<file path="src/bdh_pkg.sv">
// bdh_pkg: shared types and constants for the button debounce / hold timer.
// Operation codes, register indexes, the millisecond-to-second reciprocal and
// the config / state structs used by the step logic and the top level.
package bdh_pkg;

   // Operation codes carried by an item
   localparam logic [1:0] OP_SAMPLE       = 2'd0;
   localparam logic [1:0] OP_TAKE_PRESS   = 2'd1;
   localparam logic [1:0] OP_TAKE_RELEASE = 2'd2;
   localparam logic [1:0] OP_RESTART      = 2'd3;

   // Register indexes on the csr port
   localparam logic [1:0] REG_PIN_MASK         = 2'd0;
   localparam logic [1:0] REG_ACTIVE_HIGH      = 2'd1;
   localparam logic [1:0] REG_TOGGLE_THRESHOLD = 2'd2;
   localparam logic [1:0] REG_INITIAL_ACTIVE   = 2'd3;

   // Register reset values
   localparam logic [7:0] PIN_MASK_RST         = 8'd1;
   localparam logic [7:0] TOGGLE_THRESHOLD_RST = 8'd4;

   // floor(x / 1000) == (x * ceil(2^38 / 1000)) >> 38, exact for all 32-bit x
   localparam int         RECIP_SHIFT = 38;
   localparam logic [28:0] MS_RECIP   = 29'd274877907;

   localparam logic [15:0] HOLD_MAX = 16'hFFFF;
   localparam logic [15:0] HOLD_MIN = 16'd1;

   typedef struct packed {
      logic [7:0] pin_mask;
      logic       active_high;
      logic [7:0] toggle_threshold;
      logic       initial_active;
   } cfg_type;

   typedef struct packed {
      logic        debounced_active;
      logic [7:0]  disagree_count;
      logic [31:0] press_start_time;
      logic [15:0] held_value;
      logic [15:0] release_held_value;
      logic        press_pending;
      logic        release_pending;
   } state_type;

   typedef struct packed {
      logic        pressed_level;
      logic        active;
      logic [15:0] held_seconds;
      logic        event_flag;
      logic [15:0] released_held_seconds;
   } result_type;

endpackage

</file>
<file path="src/bdh_hold_calc.sv">
// bdh_hold_calc: elapsed whole seconds since the press start time.
// Modulo-2^32 difference, then divide by 1000 via reciprocal multiply.
// Depends on bdh_pkg.
module bdh_hold_calc
   import bdh_pkg::*;
(
   input  logic [31:0] now_ms,
   input  logic [31:0] start_ms,
   output logic [15:0] secs
);

   logic [31:0] elapsed;
   logic [60:0] product;

   // wrap-safe elapsed time
   assign elapsed = now_ms - start_ms;

   // one 32 x 29 multiply, quotient sits above the shift point
   assign product = 61'(elapsed) * 61'(MS_RECIP);
   assign secs    = product[RECIP_SHIFT +: 16];

endmodule

</file>
<file path="src/bdh_step.sv">
// bdh_step: next-state and result logic for one item.
// Debounce counter, toggle, event latching, hold saturation and restart.
// Depends on bdh_pkg; takes elapsed seconds from bdh_hold_calc.
module bdh_step
   import bdh_pkg::*;
(
   input  cfg_type     cfg,
   input  state_type   cur,
   input  logic [1:0]  opcode,
   input  logic [7:0]  pin_levels,
   input  logic [31:0] time_ms,
   input  logic [15:0] secs,
   output state_type   nxt,
   output result_type  res
);

   logic       all_high;
   logic       level_match;
   logic [7:0] count_upd;
   logic       toggle;
   logic [15:0] held_upd;

   // raw pin decode
   assign all_high    = ((~pin_levels) & cfg.pin_mask) == 8'd0;
   assign level_match = (all_high == cfg.active_high);

   // count samples disagreeing with the debounced state
   always_comb begin
      if (level_match) begin
         count_upd = cur.debounced_active ? 8'd0 : cur.disagree_count + 8'd1;
      end else begin
         count_upd = cur.debounced_active ? cur.disagree_count + 8'd1 : 8'd0;
      end
   end

   assign toggle = (count_upd >= cfg.toggle_threshold);

   // hold time while staying active, sticky saturation on wrap
   always_comb begin
      if (secs < cur.held_value) begin
         held_upd = HOLD_MAX;
      end else if (secs == 16'd0) begin
         held_upd = HOLD_MIN;
      end else begin
         held_upd = secs;
      end
   end

   always_comb begin
      nxt = cur;
      res = '0;
      unique case (opcode)
         OP_SAMPLE: begin
            res.pressed_level = level_match;
            if (toggle) begin
               nxt.disagree_count   = 8'd0;
               nxt.debounced_active = ~cur.debounced_active;
               if (!cur.debounced_active) begin
                  // press: elapsed is zero, so the held time reads one
                  nxt.press_start_time = time_ms;
                  nxt.press_pending    = 1'b1;
                  nxt.held_value       = HOLD_MIN;
               end else begin
                  nxt.release_pending    = 1'b1;
                  nxt.release_held_value = cur.held_value;
                  nxt.press_start_time   = 32'd0;
                  nxt.held_value         = 16'd0;
               end
            end else begin
               nxt.disagree_count = count_upd;
               nxt.held_value     = cur.debounced_active ? held_upd : 16'd0;
            end
         end
         OP_TAKE_PRESS: begin
            res.event_flag    = cur.press_pending;
            nxt.press_pending = 1'b0;
         end
         OP_TAKE_RELEASE: begin
            res.event_flag      = cur.release_pending;
            nxt.release_pending = 1'b0;
         end
         OP_RESTART: begin
            nxt.press_start_time   = time_ms;
            nxt.held_value         = 16'd0;
            nxt.release_held_value = 16'd0;
            nxt.press_pending      = 1'b0;
            nxt.release_pending    = 1'b0;
            nxt.disagree_count     = 8'd0;
            nxt.debounced_active   = cfg.initial_active;
         end
         default: begin
            nxt = cur;
         end
      endcase
      res.active                = nxt.debounced_active;
      res.held_seconds          = nxt.held_value;
      res.released_held_seconds = nxt.release_held_value;
   end

endmodule

</file>
<file path="src/button_debounce_hold_timer_core.sv">
// Button debouncer with hold timer: input register, combinational state update, result register.
// An accepted item passes the input register, then the result register, before its result is valid.
// Throughput: one item per cycle while no result is stalled; the state update plus the 32 x 29
// reciprocal multiply of the held-seconds path sit in the single stage between the two registers.
// Reset (synchronous, active high): registers to their defaults, state cleared, pipeline empty.
// Depends on bdh_pkg, bdh_hold_calc and bdh_step.
module button_debounce_hold_timer_core
   import bdh_pkg::*;
(
   input  logic        clock,
   input  logic        reset,
   // item input
   input  logic        req_valid,
   output logic        req_stall,
   input  logic [1:0]  req_opcode,
   input  logic [7:0]  req_pin_levels,
   input  logic [31:0] req_time_ms,
   // results
   output logic        rsp_valid,
   input  logic        rsp_stall,
   output logic        rsp_pressed_level,
   output logic        rsp_active,
   output logic [15:0] rsp_held_seconds,
   output logic        rsp_event_flag,
   output logic [15:0] rsp_released_held_seconds,
   // register writes
   input  logic        csr_valid,
   output logic        csr_ready,
   input  logic [1:0]  csr_index,
   input  logic [7:0]  csr_wdata
);

   cfg_type     cfg_ff;
   cfg_type     cfg_in;
   state_type   state_ff;
   state_type   state_nxt;
   result_type  res_comb;
   result_type  res_ff;

   logic        in_valid_ff;
   logic [1:0]  in_opcode_ff;
   logic [7:0]  in_pins_ff;
   logic [31:0] in_time_ff;
   logic        rsp_valid_ff;
   logic        advance;
   logic [15:0] secs;

   assign csr_ready = 1'b1;

   // register file
   always_comb begin
      cfg_in = cfg_ff;
      if (csr_valid) begin
         unique case (csr_index)
            REG_PIN_MASK:         cfg_in.pin_mask         = csr_wdata;
            REG_ACTIVE_HIGH:      cfg_in.active_high      = csr_wdata[0];
            REG_TOGGLE_THRESHOLD: cfg_in.toggle_threshold = csr_wdata;
            REG_INITIAL_ACTIVE:   cfg_in.initial_active   = csr_wdata[0];
            default:              cfg_in = cfg_ff;
         endcase
      end
   end

   always_ff @(posedge clock) begin
      if (reset) begin
         cfg_ff.pin_mask         <= PIN_MASK_RST;
         cfg_ff.active_high      <= 1'b0;
         cfg_ff.toggle_threshold <= TOGGLE_THRESHOLD_RST;
         cfg_ff.initial_active   <= 1'b0;
      end else begin
         cfg_ff <= cfg_in;
      end
   end

   // handshake: the stage moves unless a waiting result is stalled
   assign advance   = in_valid_ff && (!rsp_valid_ff || !rsp_stall);
   assign req_stall = in_valid_ff && !advance;

   // input register
   always_ff @(posedge clock) begin
      if (reset) begin
         in_valid_ff <= 1'b0;
      end else if (!req_stall) begin
         in_valid_ff <= req_valid;
      end
   end

   always_ff @(posedge clock) begin
      if (!req_stall) begin
         in_opcode_ff <= req_opcode;
         in_pins_ff   <= req_pin_levels;
         in_time_ff   <= req_time_ms;
      end
   end

   // held-seconds arithmetic and state step
   bdh_hold_calc u_hold (
      .now_ms   (in_time_ff),
      .start_ms (state_ff.press_start_time),
      .secs     (secs)
   );

   bdh_step u_step (
      .cfg        (cfg_ff),
      .cur        (state_ff),
      .opcode     (in_opcode_ff),
      .pin_levels (in_pins_ff),
      .time_ms    (in_time_ff),
      .secs       (secs),
      .nxt        (state_nxt),
      .res        (res_comb)
   );

   // block state
   always_ff @(posedge clock) begin
      if (reset) begin
         state_ff <= '0;
      end else if (advance) begin
         state_ff <= state_nxt;
      end
   end

   // result register
   always_ff @(posedge clock) begin
      if (reset) begin
         rsp_valid_ff <= 1'b0;
      end else if (advance) begin
         rsp_valid_ff <= 1'b1;
      end else if (!rsp_stall) begin
         rsp_valid_ff <= 1'b0;
      end
   end

   always_ff @(posedge clock) begin
      if (advance) begin
         res_ff <= res_comb;
      end
   end

   assign rsp_valid                 = rsp_valid_ff;
   assign rsp_pressed_level         = res_ff.pressed_level;
   assign rsp_active                = res_ff.active;
   assign rsp_held_seconds          = res_ff.held_seconds;
   assign rsp_event_flag            = res_ff.event_flag;
   assign rsp_released_held_seconds = res_ff.released_held_seconds;

endmodule

</file>
<file path="config.mk">
export PLATFORM = sky130hd
export DESIGN_NAME = button_debounce_hold_timer_core
export DESIGN_NICKNAME = d
export VERILOG_FILES = /design/src/bdh_pkg.sv /design/src/bdh_hold_calc.sv /design/src/bdh_step.sv /design/src/button_debounce_hold_timer_core.sv
export SDC_FILE = /design/constraint.sdc
export NUM_CORES = 1
export LEC_CHECK = 0
export ABC_CLOCK_PERIOD_IN_PS = 19600
export BUFFER_PORTS_ARGS = -buffer_cell sky130_fd_sc_hd__clkbuf_2
export CORE_MARGIN = 8
export CORE_UTILIZATION = 65
export CTS_CLUSTER_SIZE = 24
export DETAILED_ROUTE_END_ITERATION = 6
export PLACE_DENSITY = 0.83
export SLEW_MARGIN = 20
export SYNTH_ARGS = -nofsm -noshare
export SYNTH_HDL_FRONTEND = slang
export SYNTH_SLANG_ARGS = --single-unit
</file>
<file path="constraint.sdc">
create_clock -name clock -period 19.6 [get_ports clock]
set_input_delay 1.96 -clock clock [delete_from_list [all_inputs] [get_ports clock]]
set_output_delay 1.96 -clock clock [all_outputs]
set_load 0.005 [all_outputs]
</file>
==> flow_summary_export.csv <==
group,metric,value,unit
yosys,yosysSeqAreaShare,18.8,%
cells_and_area,multiInputGateArea,16400,µm²
yosys,synthArstFlopShare,0,%
floorplan,rows,68,
global_route,grt_pass1_vias,18600,
routing,wl_per_cell,20.3,µm
routing,vias_per_cell,6.07,
yosys,yosysTopAreaCellShare,26.5,%
place,port_buffers,93,
yosys,synthTopCellsByArea,"fa_1, ha_1, edfxtp_1, dfxtp_1, inv_1",
setup_path,setup.worst_path.start_class,"flip-flop",
run_status,status,"complete, no violations",
setup_path,crit_slowest_cell,"a21oi_2",
routing,drt_iter0_markers,1199,
floorplan,core,34300,µm²
cts,cts_hold_buf,0,
global_route,grt_first_pass_wirelength,93400,µm
cts,cts_resized,0,
yosys,synthFlopType,"dfxtp_1",
cells_and_area,layout_common_cells,"inv_1, ha_1, fa_1, nand2_1, a21oi_1",
setup_path,worst_setup_path_end_kind,"flip-flop",
cells_and_area,drive_gt1_share,8.09,%
floorplan,start_util,65.5,%
timing,max_slew_margin,28.6,%
job,drv_cap,0,
place,place_congestion,0.944,
yosys,yosysWarnings,0,
timing,tightest_slew,1.06,ns
cells_and_area,n_antenna_cell,0,
place,dp_hpwl,47300,µm
yosys,synth_area_leader_cell,"fa_1",
cells_and_area,nets,3148,
cells_and_area,seqCellArea,4210,µm²
routing,drc,0,
cts,clk_pin_slew,0.09,ns
cts,clk_path_buf_depth,2,
yosys,syn_avg_cell_area,9.89,µm²
timing,period_share,62.9,%
timing,rsz0062_at_grt,"no",
global_route,overflow,0,
floorplan,dieArea,40700,µm²
cts,insertion_delay,0.46,ns
setup_path,cp.arrival,12.61,ns
yosys,synth.distinct_cells,81,
floorplan,io_pins,95,
global_route,antenna_found_initial,0,
setup_path,cpPeakStageDelay,0.61,ns
timing,slew_violations,0,
floorplan,dieHeight,202,µm
routing,vias,17200,
cts,numCtsBuffers,17,
yosys,synth_seq_cells,172,
global_route,grt_max_degree,91,
timing,fin_crit,12.33,ns
cts,cts.sinks,172,
routing,ant_nets,0,
cells_and_area,nFillCells,2427,
timing,finalClockSkew,0.0211,ns
routing,drt_first_pass_iters,5,
global_route,track_usage,28.5,%
cts,cts_htree_levels,4,
timing,setup_viol,0,
yosys,syn_inst,2271,
setup_path,required,19.88,ns
cts,cts_tree,"done",
floorplan,die_x,202,µm
cells_and_area,area_delta_synth_final,7.89,%
yosys,syn_nets,3045,
setup_path,cp_max_fo,18,
yosys,synth-edff-count,77,
timing,tns,0,ns
setup_path,path_class,"reg2reg",
timing,max_freq,81.1,MHz
cts,cts_root_buf,"clkbuf_16",
cells_and_area,final_common_cell,"inv_1",
min_path,hp-class,"reg2reg",
routing,drt-total-wl,57700,µm
timing,hold_viol_final,0,
cts,post_cts_buffers,0,
yosys,syn_area,22500,µm²
[path summary, 6_finish.rpt]
check / from / endpoint / slack (ns) / depth (start not counted)
min reg2reg: state_ff[64]$_SDFFE_PP0P_ / state_ff[64]$_SDFFE_PP0P_ / 0.45 / 2
min: state_ff[64]$_SDFFE_PP0P_ / state_ff[64]$_SDFFE_PP0P_ / 0.45 / 2
max reg2reg: in_time_ff[0]$_DFFE_PN_ / rsp_held_seconds[9]$_DFFE_PP_ / 7.27 / 45
max: in_time_ff[0]$_DFFE_PN_ / rsp_held_seconds[9]$_DFFE_PP_ / 7.27 / 45
[area by class of cell]
class | instances | area share [%]
Multi-Input combinational cell | 1595 | 67.7
Sequential cell | 172 | 17.4
Inverter | 460 | 7.13
Timing Repair Buffer | 128 | 3.01
Tap cell | 455 | 2.35
Clock buffer | 18 | 1.81
Clock inverter | 14 | 0.630
[metrics by stage]
stage | cells | hold WS [ns] | instance area, µm² | utilization [%] | setup slack, ns
6_report | 2842 | 0.450 | 24200 | 70.7 | 7.27
3_5_place_dp | 2810 | 0.443 | 23600 | 68.9 | 7.49
4_1_cts | 2842 | 0.453 | 24200 | 70.6 | 7.39
2_1_floorplan | 2271 | 0.432 | 22500 | - | 8.90
3_3_place_gp | 2810 | 0.438 | 23600 | 68.9 | 7.48
5_1_grt | 2842 | 0.463 | 24200 | 70.7 | 6.54
[Yosys cell counts, types with 4 or more instances]
library cell and number:
xnor2_1 46, and3_1 7, o21ai_1 6, nor3_1 27, edfxtp_1 77, a31oi_1 9, clkbuf_1 40, nand3_1 66
o31ai_1 8, nand4_1 15, nor4_1 5, dfxtp_1 95, a21o_1 24, fa_1 297, xor2_1 16, o21ai_0 65
nand2_1 142, o22ai_1 6, nor2b_1 12, o21bai_1 7, o211ai_1 12, ha_1 420, nor3b_1 6, a211oi_1 9
a22oi_1 8, and2_1 4, o32ai_1 7, a22o_1 32, a21oi_1 132, inv_1 459, or3_1 6, nor2_1 100
nand2b_1 17, o21a_1 15
[critical path: cells and delay by family, from the launching register on]
family / cells / cell delay [ns]
XOR/XNOR: 2 / 0.40
AND/OR/NAND/NOR: 7 / 1.74
adder cells (fa/ha/maj): 12 / 4.73
buffers and inverters: 6 / 0.35
flip-flops: 1 / 0.40
AO/OA/AOI/OAI: 18 / 4.49
[flip-flops by register name, indices dropped and copies added, names as in the netlist]
name and cells:
cfg_ff 18, in_opcode_ff 2, in_pins_ff 8, in_time_ff 32
in_valid_ff 1, rsp_active 1, rsp_event_flag 1, rsp_held_seconds 16
rsp_pressed_level 1, rsp_released_held_seconds 16, rsp_valid 1, state_ff 75
[layer usage]
metal  share of wire, %  routed length, µm  track usage (%)  vias up
met5                  0                  0                0        -
met3                5.8               3370             3.60      199
met1                 38              22200             33.6     8518
met4                6.3               3640             17.6        0
li1                   -                  -                -     7808
met2                 49              28600             49.1      712
[kinds of logic (layout without fill, tap and decap cells)]
family	after synthesis	after routing	synth area share, %
adders and majority gates	717	717	49.9
DFF	172	172	18.8
and+or+nand+nor	423	423	8.82
buffers and inverters	504	620	8.45
muxes	5	5	0.234
xor gates and xnor gates	62	62	2.42
other	1	1	0.0167
AOI/OAI and AO/OA	387	387	11.4
Power is not shown: default switching activity piles up to over one toggle a cycle in this logic, so the estimate is an artifact.
